**config.mk**
```make
export PLATFORM = sky130hd
export DESIGN_NAME = tcipr_back
export DESIGN_NICKNAME = d
export VERILOG_FILES = /design/src/sv/tcipr_pkg.sv /design/src/sv/tcipr_back.sv
export SDC_FILE = /design/constraint.sdc
export NUM_CORES = 2
export LEC_CHECK = 0
export CAP_MARGIN = 0
export CORE_MARGIN = 5
export CORE_UTILIZATION = 41
export DETAILED_ROUTE_END_ITERATION = 6
export DONT_BUFFER_PORTS = 1
export HOLD_SLACK_MARGIN = 0.06
export PLACE_DENSITY_LB_ADDON = 0.05
export SYNTH_ARGS = -nofsm -noshare
export SYNTH_HDL_FRONTEND = slang
export SYNTH_SLANG_ARGS = --single-unit
```
**constraint.sdc**
```tcl
create_clock -name aclk -period 11.47 [get_ports aclk]
set_input_delay 1.147 -clock aclk [delete_from_list [all_inputs] [get_ports aclk]]
set_output_delay 1.147 -clock aclk [all_outputs]
set_load 0.03 [all_outputs]
```
**src/sv/tcipr_pkg.sv**
```systemverilog
package tcipr_pkg;

    localparam int SAMPLE_BITS_DEF = 12;
    localparam int TABLE_BITS_DEF  = 10;
    localparam int SUM_BITS        = 41;
    localparam int MAG_BITS        = 44;
    localparam int ANGLE_BITS      = 24;
    localparam int CORDIC_STEPS    = 22;
    localparam longint HALF_TURN    = 64'sd8388608;
    localparam longint QUARTER_TURN = 64'sd4194304;
    localparam longint ROT_START    = 64'sd326006488;

    localparam logic REG_PHASE_INC = 1'b0;
    localparam logic REG_WRAP_MODE = 1'b1;

    typedef struct packed {
        logic signed [SUM_BITS-1:0] sig_i;
        logic signed [SUM_BITS-1:0] sig_q;
        logic signed [SUM_BITS-1:0] ref_i;
        logic signed [SUM_BITS-1:0] ref_q;
    } tcipr_sums_t;

    function automatic logic [ANGLE_BITS-1:0] atan_turn(input logic [4:0] i);
        logic [ANGLE_BITS-1:0] a;
        case (i)
            5'd0:    a = 24'd2097152;
            5'd1:    a = 24'd1238021;
            5'd2:    a = 24'd654136;
            5'd3:    a = 24'd332050;
            5'd4:    a = 24'd166669;
            5'd5:    a = 24'd83416;
            5'd6:    a = 24'd41718;
            5'd7:    a = 24'd20860;
            5'd8:    a = 24'd10430;
            5'd9:    a = 24'd5215;
            5'd10:   a = 24'd2608;
            5'd11:   a = 24'd1304;
            5'd12:   a = 24'd652;
            5'd13:   a = 24'd326;
            5'd14:   a = 24'd163;
            5'd15:   a = 24'd81;
            5'd16:   a = 24'd41;
            5'd17:   a = 24'd20;
            5'd18:   a = 24'd10;
            5'd19:   a = 24'd5;
            5'd20:   a = 24'd3;
            5'd21:   a = 24'd1;
            default: a = 24'd0;
        endcase
        return a;
    endfunction

    function automatic longint round_clamp(input longint v);
        longint r;
        r = (v + 64'sd8192) >>> 14;
        if (r > 64'sd32767) r = 64'sd32767;
        if (r < -64'sd32767) r = -64'sd32767;
        return r;
    endfunction

    // Table entry: cosine in the upper half, sine in the lower half.
    function automatic logic [31:0] sincos_entry(input int idx, input int tb);
        longint a;
        longint z;
        longint x;
        longint y;
        longint dx;
        longint dy;
        longint c;
        longint s;
        logic   flip;
        a = (longint'(idx) << (24 - tb)) & 64'sd16777215;
        z = (a >= HALF_TURN) ? a - 64'sd16777216 : a;
        flip = 1'b0;
        x = ROT_START;
        y = 0;
        if (z > QUARTER_TURN) begin
            z = z - HALF_TURN;
            flip = 1'b1;
        end else if (z < -QUARTER_TURN) begin
            z = z + HALF_TURN;
            flip = 1'b1;
        end
        for (int i = 0; i < CORDIC_STEPS; i++) begin
            dx = y >>> i;
            dy = x >>> i;
            if (z >= 0) begin
                x = x - dx;
                y = y + dy;
                z = z - longint'(atan_turn(5'(i)));
            end else begin
                x = x + dx;
                y = y - dy;
                z = z + longint'(atan_turn(5'(i)));
            end
        end
        c = round_clamp(x);
        s = round_clamp(y);
        if (flip) begin
            c = -c;
            s = -s;
        end
        return {c[15:0], s[15:0]};
    endfunction

endpackage

```
**src/sv/tcipr_back.sv**
```systemverilog
module tcipr_back import tcipr_pkg::*; (
    input  logic               aclk,
    input  logic               aresetn,
    input  logic               pop_valid,
    output logic               pop_ready,
    input  tcipr_sums_t        pop_sums,
    input  logic               wrap_mode,
    output logic               m_valid,
    input  logic               m_ready,
    output logic [31:0]        m_gain_ratio,
    output logic signed [16:0] m_phase_difference,
    output logic               m_reference_zero
);

    typedef enum logic [4:0] {
        ST_IDLE = 5'b00001,
        ST_ROT  = 5'b00010,
        ST_PREP = 5'b00100,
        ST_DIV  = 5'b01000,
        ST_OUT  = 5'b10000
    } state_t;

    state_t                       state_reg;
    logic [4:0]                   step_reg;
    logic signed [MAG_BITS-1:0]   xs_reg, ys_reg, xr_reg, yr_reg;
    logic [ANGLE_BITS-1:0]        zs_reg, zr_reg;
    logic                         zs0_reg, zr0_reg;
    logic [MAG_BITS-1:0]          rem_reg;
    logic [MAG_BITS-1:0]          div_reg;
    logic [31:0]                  dq_reg;
    logic                         sat_reg;
    logic                         rzero_reg;
    logic [31:0]                  ratio_reg;
    logic signed [16:0]           phase_reg;

    logic signed [MAG_BITS-1:0]   in_sx, in_sy, in_rx, in_ry;
    logic [ANGLE_BITS-1:0]        at_w;
    logic [MAG_BITS-1:0]          mag_s, mag_r;
    logic signed [ANGLE_BITS:0]   ang_s, ang_r;
    logic signed [ANGLE_BITS+1:0] diff_w;
    logic signed [17:0]           rnd_w;
    logic signed [16:0]           phase_w;
    logic [MAG_BITS:0]            trial_w;
    logic                         ge_w;

    assign in_sx = MAG_BITS'(pop_sums.sig_i);
    assign in_sy = MAG_BITS'(pop_sums.sig_q);
    assign in_rx = MAG_BITS'(pop_sums.ref_i);
    assign in_ry = MAG_BITS'(pop_sums.ref_q);
    assign at_w  = atan_turn(step_reg);

    assign pop_ready          = (state_reg == ST_IDLE);
    assign m_valid            = (state_reg == ST_OUT);
    assign m_gain_ratio       = ratio_reg;
    assign m_phase_difference = phase_reg;
    assign m_reference_zero   = rzero_reg;

    assign mag_s = zs0_reg ? '0 : MAG_BITS'(xs_reg);
    assign mag_r = zr0_reg ? '0 : MAG_BITS'(xr_reg);

    always_comb begin
        if (zs0_reg) ang_s = '0;
        else if (zs_reg > 24'd8388608) ang_s = $signed({1'b0, zs_reg}) - 25'sd16777216;
        else ang_s = $signed({1'b0, zs_reg});
        if (zr0_reg) ang_r = '0;
        else if (zr_reg > 24'd8388608) ang_r = $signed({1'b0, zr_reg}) - 25'sd16777216;
        else ang_r = $signed({1'b0, zr_reg});
        diff_w = (ANGLE_BITS+2)'(ang_s) - (ANGLE_BITS+2)'(ang_r) + 26'sd128;
        rnd_w  = diff_w[ANGLE_BITS+1:8];
        if (wrap_mode) phase_w = $signed({1'b0, rnd_w[15:0]});
        else if (rnd_w > 18'sd65535) phase_w = 17'sd65535;
        else if (rnd_w < -18'sd65535) phase_w = -17'sd65535;
        else phase_w = rnd_w[16:0];
    end

    assign trial_w = {rem_reg, dq_reg[31]};
    assign ge_w    = (trial_w >= {1'b0, div_reg});

    always_ff @(posedge aclk) begin
        case (state_reg)
            ST_IDLE: begin
                step_reg <= '0;
                zs0_reg  <= (in_sx == '0) && (in_sy == '0);
                zr0_reg  <= (in_rx == '0) && (in_ry == '0);
                xs_reg   <= in_sx[MAG_BITS-1] ? -in_sx : in_sx;
                ys_reg   <= in_sx[MAG_BITS-1] ? -in_sy : in_sy;
                zs_reg   <= in_sx[MAG_BITS-1] ? 24'd8388608 : 24'd0;
                xr_reg   <= in_rx[MAG_BITS-1] ? -in_rx : in_rx;
                yr_reg   <= in_rx[MAG_BITS-1] ? -in_ry : in_ry;
                zr_reg   <= in_rx[MAG_BITS-1] ? 24'd8388608 : 24'd0;
            end
            ST_ROT: begin
                step_reg <= step_reg + 5'd1;
                if (ys_reg > 0) begin
                    xs_reg <= xs_reg + (ys_reg >>> step_reg);
                    ys_reg <= ys_reg - (xs_reg >>> step_reg);
                    zs_reg <= zs_reg + at_w;
                end else begin
                    xs_reg <= xs_reg - (ys_reg >>> step_reg);
                    ys_reg <= ys_reg + (xs_reg >>> step_reg);
                    zs_reg <= zs_reg - at_w;
                end
                if (yr_reg > 0) begin
                    xr_reg <= xr_reg + (yr_reg >>> step_reg);
                    yr_reg <= yr_reg - (xr_reg >>> step_reg);
                    zr_reg <= zr_reg + at_w;
                end else begin
                    xr_reg <= xr_reg - (yr_reg >>> step_reg);
                    yr_reg <= yr_reg + (xr_reg >>> step_reg);
                    zr_reg <= zr_reg - at_w;
                end
            end
            ST_PREP: begin
                step_reg  <= '0;
                rem_reg   <= mag_s >> 16;
                dq_reg    <= {mag_s[15:0], 16'b0};
                div_reg   <= mag_r;
                rzero_reg <= (mag_r == '0);
                sat_reg   <= ({16'b0, mag_s} >= {mag_r, 16'b0});
                phase_reg <= phase_w;
            end
            ST_DIV: begin
                step_reg <= step_reg + 5'd1;
                rem_reg  <= ge_w ? MAG_BITS'(trial_w - {1'b0, div_reg}) : MAG_BITS'(trial_w);
                dq_reg   <= {dq_reg[30:0], ge_w};
                if (step_reg == 5'd31) begin
                    ratio_reg <= (rzero_reg || sat_reg) ? 32'hFFFFFFFF : {dq_reg[30:0], ge_w};
                end
            end
            ST_OUT: begin
            end
            default: begin
            end
        endcase
    end

    always_ff @(posedge aclk) begin
        if (!aresetn) begin
            state_reg <= ST_IDLE;
        end else begin
            case (state_reg)
                ST_IDLE: if (pop_valid) state_reg <= ST_ROT;
                ST_ROT:  if (step_reg == 5'(CORDIC_STEPS - 1)) state_reg <= ST_PREP;
                ST_PREP: state_reg <= ST_DIV;
                ST_DIV:  if (step_reg == 5'd31) state_reg <= ST_OUT;
                ST_OUT:  if (m_ready) state_reg <= ST_IDLE;
                default: state_reg <= ST_IDLE;
            endcase
        end
    end

endmodule

```
==> results.cfg <==
[place]
hpwl_um = 159000
gp_congestion = 0.991
port_buffers = 0

[yosys]
synthArstFlopShare_pct = 0
synth_fp_nets = 6700
synth_area_leaders = edfxtp_1 (22%), mux4_2 (8.8%), ha_1 (8.2%)
yosysWarningCount = 0
yosysTopAreaCellShare_pct = 22.4
synth.avg_cell_area_um2 = 8.75
ys.flop_type = edfxtp_1
ys_ff_latch = 429
synth_cell_types = 120
syn_inst = 6169
syn_area_um2 = 54000
synth_edf_count = 402
synth_area_leader_cell = edfxtp_1
ys_seq_area_share_pct = 23.4

[global_routing]
grt_antenna_before_repair = 12
grt_max_degree = 176
grt_pass1_wl_um = 312000
grt_pass1_vias = 46500
gr-total-overflow = 0
grt_usage_pct = 28.9

[critical_path]
rr_startpoint = step_reg[1]$_DFFE_PN_
crit_required_ns = 11.85
reg2reg_slack_ns = 3.04
r2r_cells = 24
crit_fanout = 160
rr_endpoint = xr_reg[40]$_DFFE_PN_
cp-start-kind = flop
critPathKind = flop to flop
cp.arrival_ns = 8.82
endpoint_kind = flop

[sta]
period_needed_ns = 8.43
max_slew_margin_pct = 15.9
setup_viol = 0
max_freq_ghz = 0.119
finalClockSkew_ns = 0.0417
hold_violations = 0
fin_setup_tns_ns = 0
grt_setup_unrepaired = no
tightest_slew_ns = 1.26
slew_violations = 0
period_share_pct = 73.5

[clock_tree]
cts.sinks = 429
cts.htree.levels = 2
clkTransAtPathRegs_ns = 0.06
cts_setup_buffers = 0
cts_made_buffers = 55
cts-root-buf = clkbuf_16
clkLatencyLatePin_ns = 0.69
cts-hold-fix-buffers = 0
cts_buffer_depth = 3
cts_resized = 0
cts_tree = yes

[route]
drc = 0
drt-wirelength-per-cell_um = 27.2
drt_wl_total_um = 211000
drt-vias-per-instance = 6.32
ant_nets = 0
dr_total_vias = 49100
drtIter0Drc = 5535
first_pass_iters = 6

[worst_hold_path]
hold_depth = 1
min_to = m_gain_ratio[14]$_SDFFCE_PP1P_
hold_start = dq_reg[13]$_SDFFCE_PN0P_
min_path_type = flop to flop

[floorplan]
core-area_um2 = 131000
ios = 221
start_util_pct = 41.2
die_y_um = 373
row_count = 133
dieArea_um2 = 139000
die_w_um = 373

[status]
status = finished, final reports clean

[layout]
fin_nets = 6499
drive_gt1_share_pct = 9.77
syn_to_final_growth_pct = 5.53

[run]
maxCapViolations = 0
==> cells in the mapped netlist (all sizes together) (28+ instances only) <==
cell and n:
o31ai 83, nor2 549, o211ai 40, xor2 223, nand2b 131, and2 57
nand4 52, mux2 104, mux4 221, mux2i 218, nand3b 32, or4 35
a31oi 60, o21a 47, or2 36, and3 41, nor3 114, o21ai 425
or3 97, a22oi 28, nor4 73, a211oi 51, clkbuf 190, a21o 145
a21oi 430, o22ai 58, o21bai 50, nand2 562, ha 355, xnor2 371
edfxtp 402, inv 192, nand3 91, buf 149, nor2b 107
==> layer usage <==
metal	vias up	global-route usage, %	wire length [um]	share of wire (%)
met5	-	0	43	0.020
met4	6	9.56	8280	3.9
met3	423	5.92	18400	8.7
met2	2125	44.4	91200	43
met1	23800	40.7	92900	44
li1	22800	-	-	-
==> cells by family (layout without fill, tap and decap cells) <==
kind of cell | after synthesis | in the layout | synth area share (%)
and+or+nand+nor | 2042 | 2042 | 18.7
AOI/OAI and AO/OA | 1665 | 1665 | 19.7
xor gates and xnor gates | 594 | 594 | 9.63
muxes | 543 | 543 | 15.5
buffers and inverters | 534 | 375 | 4.60
DFF | 429 | 429 | 23.4
adders and majority gates | 362 | 362 | 8.48
other | 0 | 1 | 0
==> metrics by stage <==
step                      util [%]  instance area (um2)  hold slack [ns]  setup WS (ns)  instances
after CTS                     43.5                57000            0.518           3.13       7765
final                         43.5                57000            0.517           3.04       7766
after detailed placement      42.1                55200            0.506           3.24       7666
after global placement        42.1                55200            0.517           3.28       7666
after floorplan                  -                54000            0.493           1.86       6169
after global routing          43.5                57000            0.526           2.56       7765
==> worst max path at each step <==
| stage | slack, ns | startpoint | end |
|---|---|---|---|
| floorplan | 1.86 | state_reg[0]$_SDFFE_PN1P_ | at_w[0]$_DFF_P_ |
| global placement | 3.28 | step_reg[1]$_DFFE_PN_ | xr_reg[40]$_DFFE_PN_ |
| detailed placement | 3.24 | step_reg[1]$_DFFE_PN_ | xr_reg[40]$_DFFE_PN_ |
| CTS | 3.13 | step_reg[1]$_DFFE_PN_ | xr_reg[40]$_DFFE_PN_ |
| global route | 2.56 | step_reg[1]$_DFFE_PN_ | xr_reg[40]$_DFFE_PN_ |
| finish | 3.04 | step_reg[1]$_DFFE_PN_ | xr_reg[40]$_DFFE_PN_ |
==> area by class of cell <==
class	count	area, um2
multi-input combinational	5206	39000
fill	13100	74100
inverter	195	734
sequential	429	12600
tap	1755	2200
clock inverter	29	240
clock buffer	70	1550
timing repair buffer	81	671
antenna	1	2.50
==> placed cells by master, fill, tap and decap left out, types with 31 or more instances in the layout <==
cell type  synthesis  layout
mux2_2           102     102
inv_1            186     185
xnor2_1          371     371
or3_1             97      97
or2_2             34      34
and2_1            56      56
ha_1             355     355
o21bai_1          49      49
and3_1            41      41
o31ai_1           83      83
buf_4             34      76
o211ai_1          40      40
nand2b_1         131     130
xor2_1           223     223
mux2i_1          216     216
o22ai_1           58      58
a31oi_1           60      60
nand3_1           89      88
nor2_1           547     545
nand4_1           51      51
a21o_1           145     145
nor4_1            71      71
o21a_1            47      47
a211oi_1          48      48
nand2_1          562     561
or4_1             34      34
nor3_1           107     105
nor2b_1          107     107
edfxtp_1         402     402
clkbuf_16          0      60
nand3b_1          31      31
a21oi_1          430     430
o21ai_0          413     413
mux4_2           211     211
==> worst max-delay path, cell delays in order (launching register included) <==
cell and delay [ns]:
edfxtp_1 0.37, buf_12 0.57, buf_4 0.82, mux4_2 0.68, mux2i_1 0.31, o22ai_1 0.14, a211oi_1 0.47, nand3_1 0.29
or3_1 0.46, nor3_2 0.28, and2_1 0.32, nor2_1 0.08, xnor2_1 0.16, ha_1 0.40, and4_1 0.26, a32oi_1 0.19
o211ai_1 0.17, o21ai_0 0.29, a21oi_1 0.16, a211oi_1 0.62, nor4_1 0.09, a211oi_1 0.39, o21ai_0 0.17, xnor2_1 0.16
o21ai_0 0.09
Power is left out: the tool's default activity adds up to more than one toggle a clock period on the data nets, which glitch-free logic cannot reach.
