## config.mk

```make
export PLATFORM = sky130hd
export DESIGN_NAME = tcipr_queue
export DESIGN_NICKNAME = d
export VERILOG_FILES = /design/src/sv/tcipr_pkg.sv /design/src/sv/tcipr_queue.sv
export SDC_FILE = /design/constraint.sdc
export NUM_CORES = 1
export LEC_CHECK = 0
export BUFFER_PORTS_ARGS = -buffer_cell sky130_fd_sc_hd__buf_2
export CAP_MARGIN = 20
export CORE_MARGIN = 8
export CORE_UTILIZATION = 39
export DETAILED_ROUTE_END_ITERATION = 10
export GPL_TIMING_DRIVEN = 1
export PLACE_DENSITY = 0.6
export SYNTH_ARGS = -nofsm -noshare
export SYNTH_HDL_FRONTEND = slang
export SYNTH_SLANG_ARGS = --single-unit
```

## constraint.sdc

```tcl
create_clock -name aclk -period 6.3 [get_ports aclk]
set_input_delay 0.63 -clock aclk [delete_from_list [all_inputs] [get_ports aclk]]
set_output_delay 0.63 -clock aclk [all_outputs]
set_load 0.005 [all_outputs]
```

## src/sv/tcipr_pkg.sv

```systemverilog
package tcipr_pkg;

    localparam int SAMPLE_BITS_DEF = 12;
    localparam int TABLE_BITS_DEF  = 10;
    localparam int SUM_BITS        = 41;
    localparam int MAG_BITS        = 44;
    localparam int ANGLE_BITS      = 24;
    localparam int CORDIC_STEPS    = 22;
    localparam longint HALF_TURN    = 64'sd8388608;
    localparam longint QUARTER_TURN = 64'sd4194304;
    localparam longint ROT_START    = 64'sd326006488;

    localparam logic REG_PHASE_INC = 1'b0;
    localparam logic REG_WRAP_MODE = 1'b1;

    typedef struct packed {
        logic signed [SUM_BITS-1:0] sig_i;
        logic signed [SUM_BITS-1:0] sig_q;
        logic signed [SUM_BITS-1:0] ref_i;
        logic signed [SUM_BITS-1:0] ref_q;
    } tcipr_sums_t;

    function automatic logic [ANGLE_BITS-1:0] atan_turn(input logic [4:0] i);
        logic [ANGLE_BITS-1:0] a;
        case (i)
            5'd0:    a = 24'd2097152;
            5'd1:    a = 24'd1238021;
            5'd2:    a = 24'd654136;
            5'd3:    a = 24'd332050;
            5'd4:    a = 24'd166669;
            5'd5:    a = 24'd83416;
            5'd6:    a = 24'd41718;
            5'd7:    a = 24'd20860;
            5'd8:    a = 24'd10430;
            5'd9:    a = 24'd5215;
            5'd10:   a = 24'd2608;
            5'd11:   a = 24'd1304;
            5'd12:   a = 24'd652;
            5'd13:   a = 24'd326;
            5'd14:   a = 24'd163;
            5'd15:   a = 24'd81;
            5'd16:   a = 24'd41;
            5'd17:   a = 24'd20;
            5'd18:   a = 24'd10;
            5'd19:   a = 24'd5;
            5'd20:   a = 24'd3;
            5'd21:   a = 24'd1;
            default: a = 24'd0;
        endcase
        return a;
    endfunction

    function automatic longint round_clamp(input longint v);
        longint r;
        r = (v + 64'sd8192) >>> 14;
        if (r > 64'sd32767) r = 64'sd32767;
        if (r < -64'sd32767) r = -64'sd32767;
        return r;
    endfunction

    // Table entry: cosine in the upper half, sine in the lower half.
    function automatic logic [31:0] sincos_entry(input int idx, input int tb);
        longint a;
        longint z;
        longint x;
        longint y;
        longint dx;
        longint dy;
        longint c;
        longint s;
        logic   flip;
        a = (longint'(idx) << (24 - tb)) & 64'sd16777215;
        z = (a >= HALF_TURN) ? a - 64'sd16777216 : a;
        flip = 1'b0;
        x = ROT_START;
        y = 0;
        if (z > QUARTER_TURN) begin
            z = z - HALF_TURN;
            flip = 1'b1;
        end else if (z < -QUARTER_TURN) begin
            z = z + HALF_TURN;
            flip = 1'b1;
        end
        for (int i = 0; i < CORDIC_STEPS; i++) begin
            dx = y >>> i;
            dy = x >>> i;
            if (z >= 0) begin
                x = x - dx;
                y = y + dy;
                z = z - longint'(atan_turn(5'(i)));
            end else begin
                x = x + dx;
                y = y - dy;
                z = z + longint'(atan_turn(5'(i)));
            end
        end
        c = round_clamp(x);
        s = round_clamp(y);
        if (flip) begin
            c = -c;
            s = -s;
        end
        return {c[15:0], s[15:0]};
    endfunction

endpackage

```

## src/sv/tcipr_queue.sv

```systemverilog
module tcipr_queue import tcipr_pkg::*; (
    input  logic        aclk,
    input  logic        aresetn,
    input  logic        push_valid,
    output logic        push_ready,
    input  tcipr_sums_t push_sums,
    output logic        pop_valid,
    input  logic        pop_ready,
    output tcipr_sums_t pop_sums
);

    tcipr_sums_t entry_reg [2];
    logic [1:0]  count_reg;
    logic        wr_reg;
    logic        rd_reg;
    logic        do_push;
    logic        do_pop;

    assign push_ready = (count_reg != 2'd2);
    assign pop_valid  = (count_reg != 2'd0);
    assign pop_sums   = entry_reg[rd_reg];
    assign do_push    = push_valid && push_ready;
    assign do_pop     = pop_valid && pop_ready;

    always_ff @(posedge aclk) begin
        if (do_push) begin
            entry_reg[wr_reg] <= push_sums;
        end
    end

    always_ff @(posedge aclk) begin
        if (!aresetn) begin
            count_reg <= '0;
            wr_reg    <= 1'b0;
            rd_reg    <= 1'b0;
        end else begin
            if (do_push) wr_reg <= !wr_reg;
            if (do_pop) rd_reg <= !rd_reg;
            count_reg <= count_reg + 2'(do_push) - 2'(do_pop);
        end
    end

endmodule

```

==> results of run 1 <==
-- through the flow --
step           instances   util  hold slack, ns  setup WS [ns]  power (mW)
6_report            1318  0.500           0.313           2.99        5.65
5_1_grt             1318  0.500           0.286           2.79        5.91
4_1_cts             1316  0.500           0.283           2.88        5.75
3_5_place_dp        1254  0.465           0.573           3.42        3.83
3_3_place_gp        1254  0.465           0.571           3.43        3.82
2_1_floorplan        539      -           0.518           1.89        3.37
-- placed cells by master, fill, tap and decap left out, drive strengths merged, types with 2 or more instances in the layout --
cell    count
and2        3
and3        3
buf       337
clkbuf     47
clkinv     12
dfxtp       5
diode       2
edfxtp    328
inv         3
mux2      164
nor2        2
o21ai       2
-- worst max-delay path: cells and delay by family (launching register included) --
kind / cells / cell delay, ns
DFF: 1 / 0.69
buffers and inverters: 2 / 0.96
muxes: 1 / 0.43
-- how the worst max path moves through the flow --
| stage | endpoint | slack [ns] | cells after the start |
|---|---|---|---|
| floorplan | entry_reg[0][0]$_DFFE_PP_ | 1.89 | 2 |
| global placement | pop_sums[125] | 3.43 | 3 |
| detailed placement | pop_sums[125] | 3.42 | 3 |
| CTS | pop_sums[125] | 2.88 | 3 |
| global route | pop_sums[90] | 2.79 | 3 |
| finish | pop_sums[85] | 2.99 | 3 |
-- power breakdown --
part	internal (mW)	leakage [nW]	switching [mW]	total, mW
clock network	1.12	0.521	0.789	1.90
registers	2.69	3.11	0.0770	2.77
logic	0.497	2.02	0.482	0.978
-- metal layers --
metal  up-vias  global-route usage  share of wire
met1      3050               0.154           0.38
met3        54              0.0503          0.094
li1       2873                   -              -
met4         8              0.0480          0.024
met2       222               0.232           0.50
met5         -                   0         0.0017
-- cell families (layout without fill, tap and decap cells) --
family,count (synthesis),in the layout,synth area share
AO/OA/AOI/OAI,6,6,0.00374
XOR/XNOR,1,1,0.000727
adder cells (fa/ha/maj),1,1,0.00104
buffers and inverters,19,400,0.00768
flip-flops,333,333,0.825
multiplexers,164,164,0.153
other,0,2,0
AND/OR/NAND/NOR,15,15,0.00831
-- final cells by class --
class	instances	area share
Clock buffer	47	0.0631
Tap cell	396	0.0325
Sequential cell	333	0.652
Inverter	1	0.000574
Antenna cell	2	0.000328
Multi-Input combinational cell	187	0.132
Clock inverter	15	0.00648
Timing Repair Buffer	337	0.113
==> impl_results.md, run 1 <==
* Status: finished, final reports clean
* Fill count at 2588
* RSZ-0062 raised after global routing: no
* Initial antenna violation count at 6
* Final net count at 1065
* CP endpoint kind: output port
* Final hold violation count at 0
* Cts bufs inserted at 36
* Worst hold stages at 1
* Slowest-stage cell, CP: buf_4
* Predominant post-synthesis flop cell: edfxtp_1
* Root Driver: clkbuf_16
* Cell area after synthesis at 0.0121 mm2
* Max stage delay on crit path at 0.83 ns
* Leading area contributor after synthesis: edfxtp_1
* Initial core utilization at 0.395
* Power Dens Cells at 370 mW/mm2
* Maximum vdd drop at 0.257 mV
* Final wirelength at 26400 um
* Cts hold-fix bufs at 0
* CP startpoint kind: register
* Static Leak at 5.65 nW
* Final worst-path cycle share at 0.526
* Post-synthesis async set-or-reset flop share at 0
* Row Count at 64
* Area growth from synthesis to layout at 26.6%
* Dpl cell area at 0.0142 mm2
* Pin count of the biggest net entering global routing at 165
* 1st-iter DRT viols at 265
* Worst-path cell chain: buf_4 -> mux2_2 -> buf_2
* Crit path max fanout at 75
* DRT Pass-1 Iters at 4
* Largest register FFs at 328
* Max-Cap Viols at 0
* Sequential element share of the synthesized area at 0.825
* Routed length per instance at 20.0 um
* Die span in x at 192 um
* Final Wtd Congestion at 0.734
* Synthesized flop and latch total at 333
* Post-synthesis cell count at 539
* Fraction of layout cells with a size suffix above 1 at 0.582
* Most common cell in the netlist: edfxtp_1
* Worst path required time at 5.67 ns
* Synth cell types at 26
* Die area at 0.0368 mm2
* Setup Buffers After CTS at 0
* Fmax at 302 MHz
* Overall routing resource usage at 0.136
* Slew Limit Fails at 0
* Tmin final at 3.31 ns
* Commonest cells in the netlist: edfxtp_1, mux2_2, mux2_1
* Syn Nets at 708
* DRC errors left at 0
* Rel. slew slack at 0.272
* Crit Reg-Reg Startpoint: count_reg[0]$_SDFF_PN0_
* Min-Delay Endpoint: entry_reg[1][39]$_DFFE_PP_
* Worst Max-Slew Pin Slew at 1.09 ns
* Synthesis Warnings at 0
* Vias at 6207
* Core area at 0.0305 mm2
* Num ports at 334
* Worst EP arrival at 2.68 ns
* Setup violators final at 0
* Worst hold start: push_sums[39]
* CTS clk-pin slew, worst paths at 0.05 ns
* Vias in the first global route at 6749
* CTS Buffer Depth at 3
* Die H at 192 um
* Finished Cell Area at 0.0153 mm2
* Clock tree from TritonCTS: built
* H-Tree Level Count at 2
* Total global routing overflow at 0
* Sequential cell area at 0.00995 mm2
* Hold crit path type: in2reg
* Mapped Avg Cell Area at 22.4 um2
* Via-to-Cell Ratio at 4.71
* Num Clock Sinks at 333
* EDFF count, synth at 328
* I/O Buffers at 333
* First-pass GRT wire length at 38500 um
* Synth area leaders: edfxtp_1, mux2_2, mux2_1
* Worst R2R Path Depth at 4
* Fin Clk Skew at 0.0151 ns
* Total Neg Setup Slack at 0 ns
* Area used by multi-input combinational logic at 0.00202 mm2
* Setup CP Type: reg2out
* PostCTS Resize Cnt at 0
* Remaining antenna violation count after routing at 0
* Synth top area share at 0.817
* Worst-Skew Late Latency at 0.50 ns
* RR Endpoint: entry_reg[0][134]$_DFFE_PP_
* R2R Setup Slk at 3.88 ns
* DP Wirelength at 17600 um
(Power assumes the default switching activity.)
==> run 2: changes to the inputs <==
--- a/config.mk
+++ b/config.mk
@@ -5,13 +5,14 @@
 export SDC_FILE = /design/constraint.sdc
 export NUM_CORES = 1
 export LEC_CHECK = 0
+export ABC_AREA = 1
 export BUFFER_PORTS_ARGS = -buffer_cell sky130_fd_sc_hd__buf_2
 export CAP_MARGIN = 20
 export CORE_MARGIN = 8
 export CORE_UTILIZATION = 39
 export DETAILED_ROUTE_END_ITERATION = 10
 export GPL_TIMING_DRIVEN = 1
-export PLACE_DENSITY = 0.6
+export PLACE_DENSITY = 0.63
 export SYNTH_ARGS = -nofsm -noshare
 export SYNTH_HDL_FRONTEND = slang
 export SYNTH_SLANG_ARGS = --single-unit
==> constraint.sdc (replaced) <==
create_clock -name aclk -period 2.7 [get_ports aclk]
set_input_delay 0.27 -clock aclk [delete_from_list [all_inputs] [get_ports aclk]]
set_output_delay 0.27 -clock aclk [all_outputs]
set_load 0.005 [all_outputs]
==> run 2 against run 1 <==
Register-to-register slack got worse by 2.9 ns. Power rose to 2.6 times the previous value. Clock skew fell by 0.0048 ns. Clock-buffer cell count fell by 2. Synthesized cell count rose by 1.3%. Die area rose by 0.83%. Sequential cell count did not move. Cell count rose by 14%. Routed wire length rose by 3.4%. Critical path depth did not move. Highest routed layer unchanged.
==> impl_results.md, run 2 <==
* Cts bufs inserted at 36 (unchanged)
* Worst path required time at 2.43 ns (was 5.67 ns)
* Fin Clk Skew at 0.0103 ns (was 0.0151 ns)
* Synthesized flop and latch total at 333 (unchanged)
* CTS Buffer Depth at 3 (unchanged)
* First-pass GRT wire length at 41200 um (was 38500 um)
* Fmax at 434 MHz
* Setup CP Type: reg2out (unchanged)
* Num ports at 334 (unchanged)
* Die area at 0.0371 mm2 (was 0.0368 mm2)
* Initial core utilization at 0.397 (was 0.395)
* Total Neg Setup Slack at 0 ns (unchanged)
* Worst Max-Slew Pin Slew at 0.569 ns (was 1.09 ns)
* Setup violators final at 0 (unchanged)
* Final hold violation count at 0 (unchanged)
* Die span in x at 193 um (was 192 um)
* DRC errors left at 0 (unchanged)
* Initial antenna violation count at 2 (was 6)
* H-Tree Level Count at 2 (unchanged)
* Vias in the first global route at 7521 (was 6749)
* Clock tree from TritonCTS: built (unchanged)
* Slew Limit Fails at 0 (unchanged)
* Worst EP arrival at 2.03 ns (was 2.68 ns)
* Routed length per instance at 18.2 um (was 20.0 um)
* Final wirelength at 27300 um (was 26400 um)
* Power Dens Cells at 861 mW/mm2 (was 370 mW/mm2)
* Final Wtd Congestion at 0.720 (was 0.734)
* Post-synthesis async set-or-reset flop share at 0 (unchanged)
* Most common cell in the netlist: edfxtp_1 (unchanged)
* Crit path max fanout at 28 (was 75)
* Predominant post-synthesis flop cell: edfxtp_1 (unchanged)
* Leading area contributor after synthesis: edfxtp_1 (unchanged)
* Mapped Avg Cell Area at 22.3 um2 (was 22.4 um2)
* EDFF count, synth at 328 (unchanged)
* Largest register FFs at 328 (unchanged)
* I/O Buffers at 333 (unchanged)
* RSZ-0062 raised after global routing: no (unchanged)
* Synthesis Warnings at 0 (unchanged)
* PostCTS Resize Cnt at 0 (unchanged)
* Total global routing overflow at 0 (unchanged)
* Post-synthesis cell count at 546 (was 539)
* Tmin final at 2.30 ns
* Pint at 11.1 mW (was 4.31 mW)
* Final net count at 1244 (was 1065)
* Worst-Skew Late Latency at 0.50 ns (about the same)
* Dpl cells at 1268 (was 1254)
* Cell area after synthesis at 0.0122 mm2 (was 0.0121 mm2)
* Maximum vdd drop at 0.546 mV (was 0.257 mV)
* Synth top area share at 0.810 (was 0.817)
* DP Wirelength at 17500 um (was 17600 um)
* Finished Cell Area at 0.0171 mm2 (was 0.0153 mm2)
* Rel. slew slack at 0.620 (was 0.272)
* Root Driver: clkbuf_16 (unchanged)
* Fraction of layout cells with a size suffix above 1 at 0.511 (was 0.582)
* Switching Share at 0.247 (was 0.238)
* Final worst-path cycle share at 0.853
* Synth cell types at 12 (was 26)
* Core area at 0.0307 mm2 (was 0.0305 mm2)
* Syn Nets at 715 (was 708)
* Static Leak at 6.44 nW (was 5.65 nW)
* CP endpoint kind: output port (unchanged)
* Pin count of the biggest net entering global routing at 87 (was 165)
* Die H at 193 um (was 192 um)
* Via-to-Cell Ratio at 4.59 (was 4.71)
* Final Core Density at 0.558 (was 0.500)
* Row Count at 64 (unchanged)
* Vias at 6873 (was 6207)
* Logic pwr share at 0.219 (was 0.173)
* Commonest cells in the netlist: edfxtp_1, mux2_2, clkbuf_8 (was edfxtp_1, mux2_2, mux2_1)
* Flop pwr share at 0.460 (was 0.490)
* Most common cell after layout, fill and taps aside: buf_2 (unchanged)
* Psw at 3.63 mW (was 1.35 mW)
* Max-Cap Viols at 0 (unchanged)
* DRT Pass-1 Iters at 4 (unchanged)
* 1st-iter DRT viols at 245 (was 265)
* CP startpoint kind: register (unchanged)
* Most used cells in the layout excluding fill and tap cells: buf_2, edfxtp_1, dlygate4sd3_1, mux2_2, clkbuf_16 (was buf_2, edfxtp_1, mux2_2, clkbuf_16, mux2_1)
* R2R Setup Slk at 0.93 ns (was 3.88 ns)
* Area growth from synthesis to layout at 40.6% (was 26.6%)
* Sequential element share of the synthesized area at 0.818 (was 0.825)
* Synth area leaders: edfxtp_1, mux2_2, clkbuf_8 (was edfxtp_1, mux2_2, mux2_1)
* Overall routing resource usage at 0.141 (was 0.136)
* Remaining antenna violation count after routing at 0 (unchanged)
* Final Instance Count excl. Fillers at 1497 (was 1318)
* CTS clk-pin slew, worst paths at 0.06 ns (was 0.05 ns)
* Design Power at 14.7 mW (was 5.65 mW)
* Num Clock Sinks at 333 (unchanged)
* Hold crit path type: in2reg (unchanged)
* Status: finished, final reports clean (unchanged)
* Proportion of power drawn by the clock network at 0.321 (was 0.337)
* Dpl cell area at 0.0143 mm2 (was 0.0142 mm2)
-- run 2: cell count changes in the layout (fill, tap and decap cells not counted), moves of 3 or more --
| cell | before | now |
|---|---|---|
| nand2_1 | 0 | 9 |
| mux2_1 | 18 | 0 |
| mux2_2 | 146 | 164 |
| and2_1 | 3 | 0 |
| inv_1 | 0 | 6 |
| dlygate4sd3_1 | 0 | 165 |
| bufinv_16 | 1 | 4 |
| nor2_1 | 2 | 7 |
| buf_12 | 2 | 8 |
-- run 2: worst paths after layout --
kind                            cells past startpoint                         end                     from
worst max-delay path                                3               pop_sums[146]                 register
worst min-delay path                                5         wr_reg$_SDFFE_PN0P_               push_valid
worst max register to register                      4  entry_reg[1][21]$_DFFE_PP_  count_reg[1]$_SDFF_PN0_
worst min register to register                      2         rd_reg$_SDFFE_PN0P_      rd_reg$_SDFFE_PN0P_
-- run 2: what timing repair did --
item	4_1_cts	5_1_grt
hold buffers	165	0
hold endpoints to repair	329	0
buffers inserted	0	0
-- run 2: layer usage --
metal / GRT usage / up-vias / wire, um / part of all wire
li1: - / 3218 / - / -
met1: 0.166 / 3348 / 10600 / 0.39
met2: 0.241 / 262 / 13700 / 0.50
met3: 0.0475 / 43 / 2310 / 0.085
met4: 0.0408 / 2 / 595 / 0.022
met5: 0 / - / 8 / 0.00029
-- run 2: cells by family (layout without fill, tap and decap cells) --
| group | after synthesis | in the layout | synth area share |
|---|---|---|---|
| compound gates | 1 | 1 | 0.000411 |
| xor+xnor | 1 | 1 | 0.000720 |
| fa+ha+maj | 1 | 1 | 0.00103 |
| buf+inv | 25 | 579 | 0.0215 |
| flops | 333 | 333 | 0.818 |
| mux | 164 | 164 | 0.152 |
| other cells | 0 | 1 | 0 |
| simple gates | 21 | 21 | 0.00658 |
-- run 2: area by class of cell --
type,instances,area [um2]
well taps,396,495
diodes,1,2.50
flip-flops and latches,333,9950
clock buffers,45,956
repair buffers,509,3500
multi-input cells,188,1980
inverters,7,26.3
fillers,2415,13600
clock inverters,18,184
-- run 2: metrics by stage --
stage               setup slack (ns)  hold WS, ns
CTS                            0.355        0.145
global route                   0.278        0.195
detailed placement             0.902        0.461
finish                         0.397        0.170
global placement               0.924        0.458
floorplan                     -0.682        0.363
-- run 2: worst max-delay path: stages (launching register included) --
cell	delay (ns)
dfxtp_4	0.66
buf_4	0.35
mux2_2	0.38
buf_2	0.14
-- run 2: power groups by stage --
| stage | sequential [mW] | combinational [mW] | clock, mW |
|---|---|---|---|
| 2_1_floorplan | 6.83 | 1.83 | 0 |
| 3_3_place_gp | 6.86 | 3.06 | 0 |
| 3_5_place_dp | 6.89 | 3.08 | 0 |
| 4_1_cts | 6.78 | 3.29 | 4.85 |
| 5_1_grt | 6.84 | 3.51 | 5.06 |
| 6_report | 6.77 | 3.23 | 4.73 |
==> run 3: changes to the inputs <==
--- a/config.mk
+++ b/config.mk
@@ -8,11 +8,12 @@
 export ABC_AREA = 1
 export BUFFER_PORTS_ARGS = -buffer_cell sky130_fd_sc_hd__buf_2
 export CAP_MARGIN = 20
+export CORE_ASPECT_RATIO = 1.4
 export CORE_MARGIN = 8
 export CORE_UTILIZATION = 39
 export DETAILED_ROUTE_END_ITERATION = 10
 export GPL_TIMING_DRIVEN = 1
-export PLACE_DENSITY = 0.63
+export PLACE_DENSITY_LB_ADDON = 0.3
 export SYNTH_ARGS = -nofsm -noshare
 export SYNTH_HDL_FRONTEND = slang
 export SYNTH_SLANG_ARGS = --single-unit
==> constraint.sdc (replaced) <==
create_clock -name aclk -period 2.7 [get_ports aclk]
set_input_delay 0.27 -clock aclk [delete_from_list [all_inputs] [get_ports aclk]]
set_output_delay 0.27 -clock aclk [all_outputs]
set_load 0.05 [all_outputs]
==> run 3 against run 2 <==
First-iteration DRC count increased by 12%. Sequential cell count unchanged. Register-to-register slack worse by 0.03 ns. Clock-buffer cell count fell by 7. Critical endpoint is now pop_sums[112].
==> impl_results.md, run 3 (same netlist as run 2, synthesis figures left out) <==
* Status: finished, final reports clean (unchanged)
* Routed length per instance at 18.9 um (was 18.2 um)
* Fmax at 451 MHz (was 434 MHz)
* CTS clk-pin slew, worst paths at 0.07 ns (was 0.06 ns)
* Die H at 225 um (was 193 um)
* Most used cells in the layout excluding fill and tap cells: buf_2, edfxtp_1, dlygate4sd3_1, mux2_2, clkbuf_16 (unchanged)
* Worst hold start: push_valid (unchanged)
* Root Driver: clkbuf_16 (unchanged)
* Num Clock Sinks at 333 (unchanged)
* Core area at 0.0307 mm2 (about the same)
* Setup Buffers After CTS at 0 (unchanged)
* Setup violators final at 0 (unchanged)
* CP startpoint kind: register (unchanged)
* H-Tree Level Count at 1 (was 2)
* Remaining antenna violation count after routing at 0 (unchanged)
* CTS Buffer Depth at 3 (unchanged)
* Largest register FFs at 328 (unchanged)
* Worst R2R Path Depth at 4 (unchanged)
* Slowest-stage cell, CP: buf_4 (was dfxtp_4)
* RR Endpoint: entry_reg[0][126]$_DFFE_PP_ (was entry_reg[1][21]$_DFFE_PP_)
* DRC errors left at 0 (unchanged)
* Worst-Skew Late Latency at 0.55 ns (was 0.50 ns)
* Max stage delay on crit path at 0.40 ns (was 0.66 ns)
* Final hold violation count at 0 (unchanged)
* Power Dens Cells at 994 mW/mm2 (was 861 mW/mm2)
* Most common cell after layout, fill and taps aside: buf_2 (unchanged)
* Maximum vdd drop at 0.712 mV (was 0.546 mV)
* Static Leak at 6.43 nW (was 6.44 nW)
* Worst path required time at 2.43 ns (about the same)
* Initial core utilization at 0.396 (was 0.397)
* RSZ-0062 raised after global routing: no (unchanged)
* Vias in the first global route at 7475 (was 7521)
* Clock tree from TritonCTS: built (unchanged)
* I/O Buffers at 333 (unchanged)
* Max-Cap Viols at 0 (unchanged)
* Setup CP Type: reg2out (unchanged)
* Rel. slew slack at 0.546 (was 0.620)
* Crit Reg-Reg Startpoint: count_reg[1]$_SDFF_PN0_ (unchanged)
* Fin Clk Skew at 0.00783 ns (was 0.0103 ns)
* Overall routing resource usage at 0.146 (was 0.141)
* Worst-path cell chain: buf_4 -> mux2_2 -> buf_2 (unchanged)
* Tmin final at 2.22 ns (was 2.30 ns)
* Final Core Density at 0.557 (was 0.558)
* Hold crit path type: in2reg (unchanged)
* Final Wtd Congestion at 0.769 (was 0.720)
* Via-to-Cell Ratio at 4.60 (was 4.59)
* Fraction of layout cells with a size suffix above 1 at 0.515 (was 0.511)
* R2R Setup Slk at 0.90 ns (was 0.93 ns)
* Cts bufs inserted at 30 (was 36)
* Worst hold stages at 5 (unchanged)
* Die span in x at 165 um (was 193 um)
* Initial antenna violation count at 1 (was 2)
* Design Power at 17.0 mW (was 14.7 mW)
* DP Wirelength at 19200 um (was 17500 um)
* PostCTS Resize Cnt at 0 (unchanged)
* Worst EP arrival at 1.95 ns (was 2.03 ns)
* Dpl cells at 1271 (was 1268)
* Pin count of the biggest net entering global routing at 66 (was 87)
* Die area at 0.0372 mm2 (was 0.0371 mm2)
* Num ports at 334 (unchanged)
* Final wirelength at 28200 um (was 27300 um)
* Worst hold slack at 0.122 ns (was 0.170 ns)
* Final Instance Count excl. Fillers at 1491 (was 1497)
* Area growth from synthesis to layout at 40.7% (was 40.6%)
* Min-Delay Endpoint: wr_reg$_SDFFE_PN0P_ (unchanged)
* DRT Pass-1 Iters at 4 (unchanged)
* Final net count at 1247 (was 1244)
* Crit path max fanout at 37 (was 28)
* 1st-iter DRT viols at 274 (was 245)
* Vias at 6866 (was 6873)
* Worst Max-Slew Pin Slew at 0.680 ns (was 0.569 ns)
* Slew Limit Fails at 0 (unchanged)
* Row Count at 76 (was 64)
* Final worst-path cycle share at 0.822 (was 0.853)
* CP endpoint kind: output port (unchanged)
* First-pass GRT wire length at 42000 um (was 41200 um)
* Total global routing overflow at 0 (unchanged)
[run 3: cell type report]
cell class              instances  area, um2
inverters                       7       26.3
diodes                          1       2.50
clock inverters                16        204
flip-flops and latches        333       9950
repair buffers                518       3630
well taps                     390        488
multi-input cells             188       2000
fillers                      2378      13600
clock buffers                  38        802
[run 3: worst max-delay path by stage]
| stage | endpoint | slack [ns] | cells after the start |
|---|---|---|---|
| 3_3_place_gp | entry_reg[0][33]$_DFFE_PP_ | 0.87 | 5 |
| 6_report | pop_sums[112] | 0.48 | 3 |
| 4_1_cts | pop_sums[112] | 0.43 | 3 |
| 2_1_floorplan | entry_reg[1][0]$_DFFE_PP_ | -0.76 | 4 |
| 3_5_place_dp | entry_reg[0][37]$_DFFE_PP_ | 0.81 | 5 |
| 5_1_grt | pop_sums[2] | 0.37 | 3 |
[run 3: per-layer routing]
metal,GRT usage,part of all wire
met1,0.152,0.35
met2,0.275,0.55
met3,0.0291,0.062
met4,0.0653,0.037
met5,0,0
[run 3: per-stage QoR]
stage	setup TNS (ns)	instance area [um2]	setup slack [ns]
floorplan	-244.07	12200	-0.756
global placement	0	14400	0.868
detailed placement	0	14400	0.805
CTS	0	17100	0.426
global route	0	17100	0.368
finish	0	17100	0.481
[run 3: report_power, final]
part / internal [mW] / switching, mW
registers: 6.55 / 0.178
clock network: 2.57 / 1.76
logic: 1.72 / 4.24
total: 10.8 / 6.18
[run 3: what timing repair did]
| item | in CTS | in global routing |
|---|---|---|
| hold endpoints to repair | 332 | 0 |
| hold buffers | 165 | 0 |
| setup endpoints to repair | 0 | 0 |
[run 3: critical path: cells and delay by family, from the launching register on]
family   cells  cell delay, ns
buf+inv      2            0.62
mux          1            0.40
flops        1            0.38
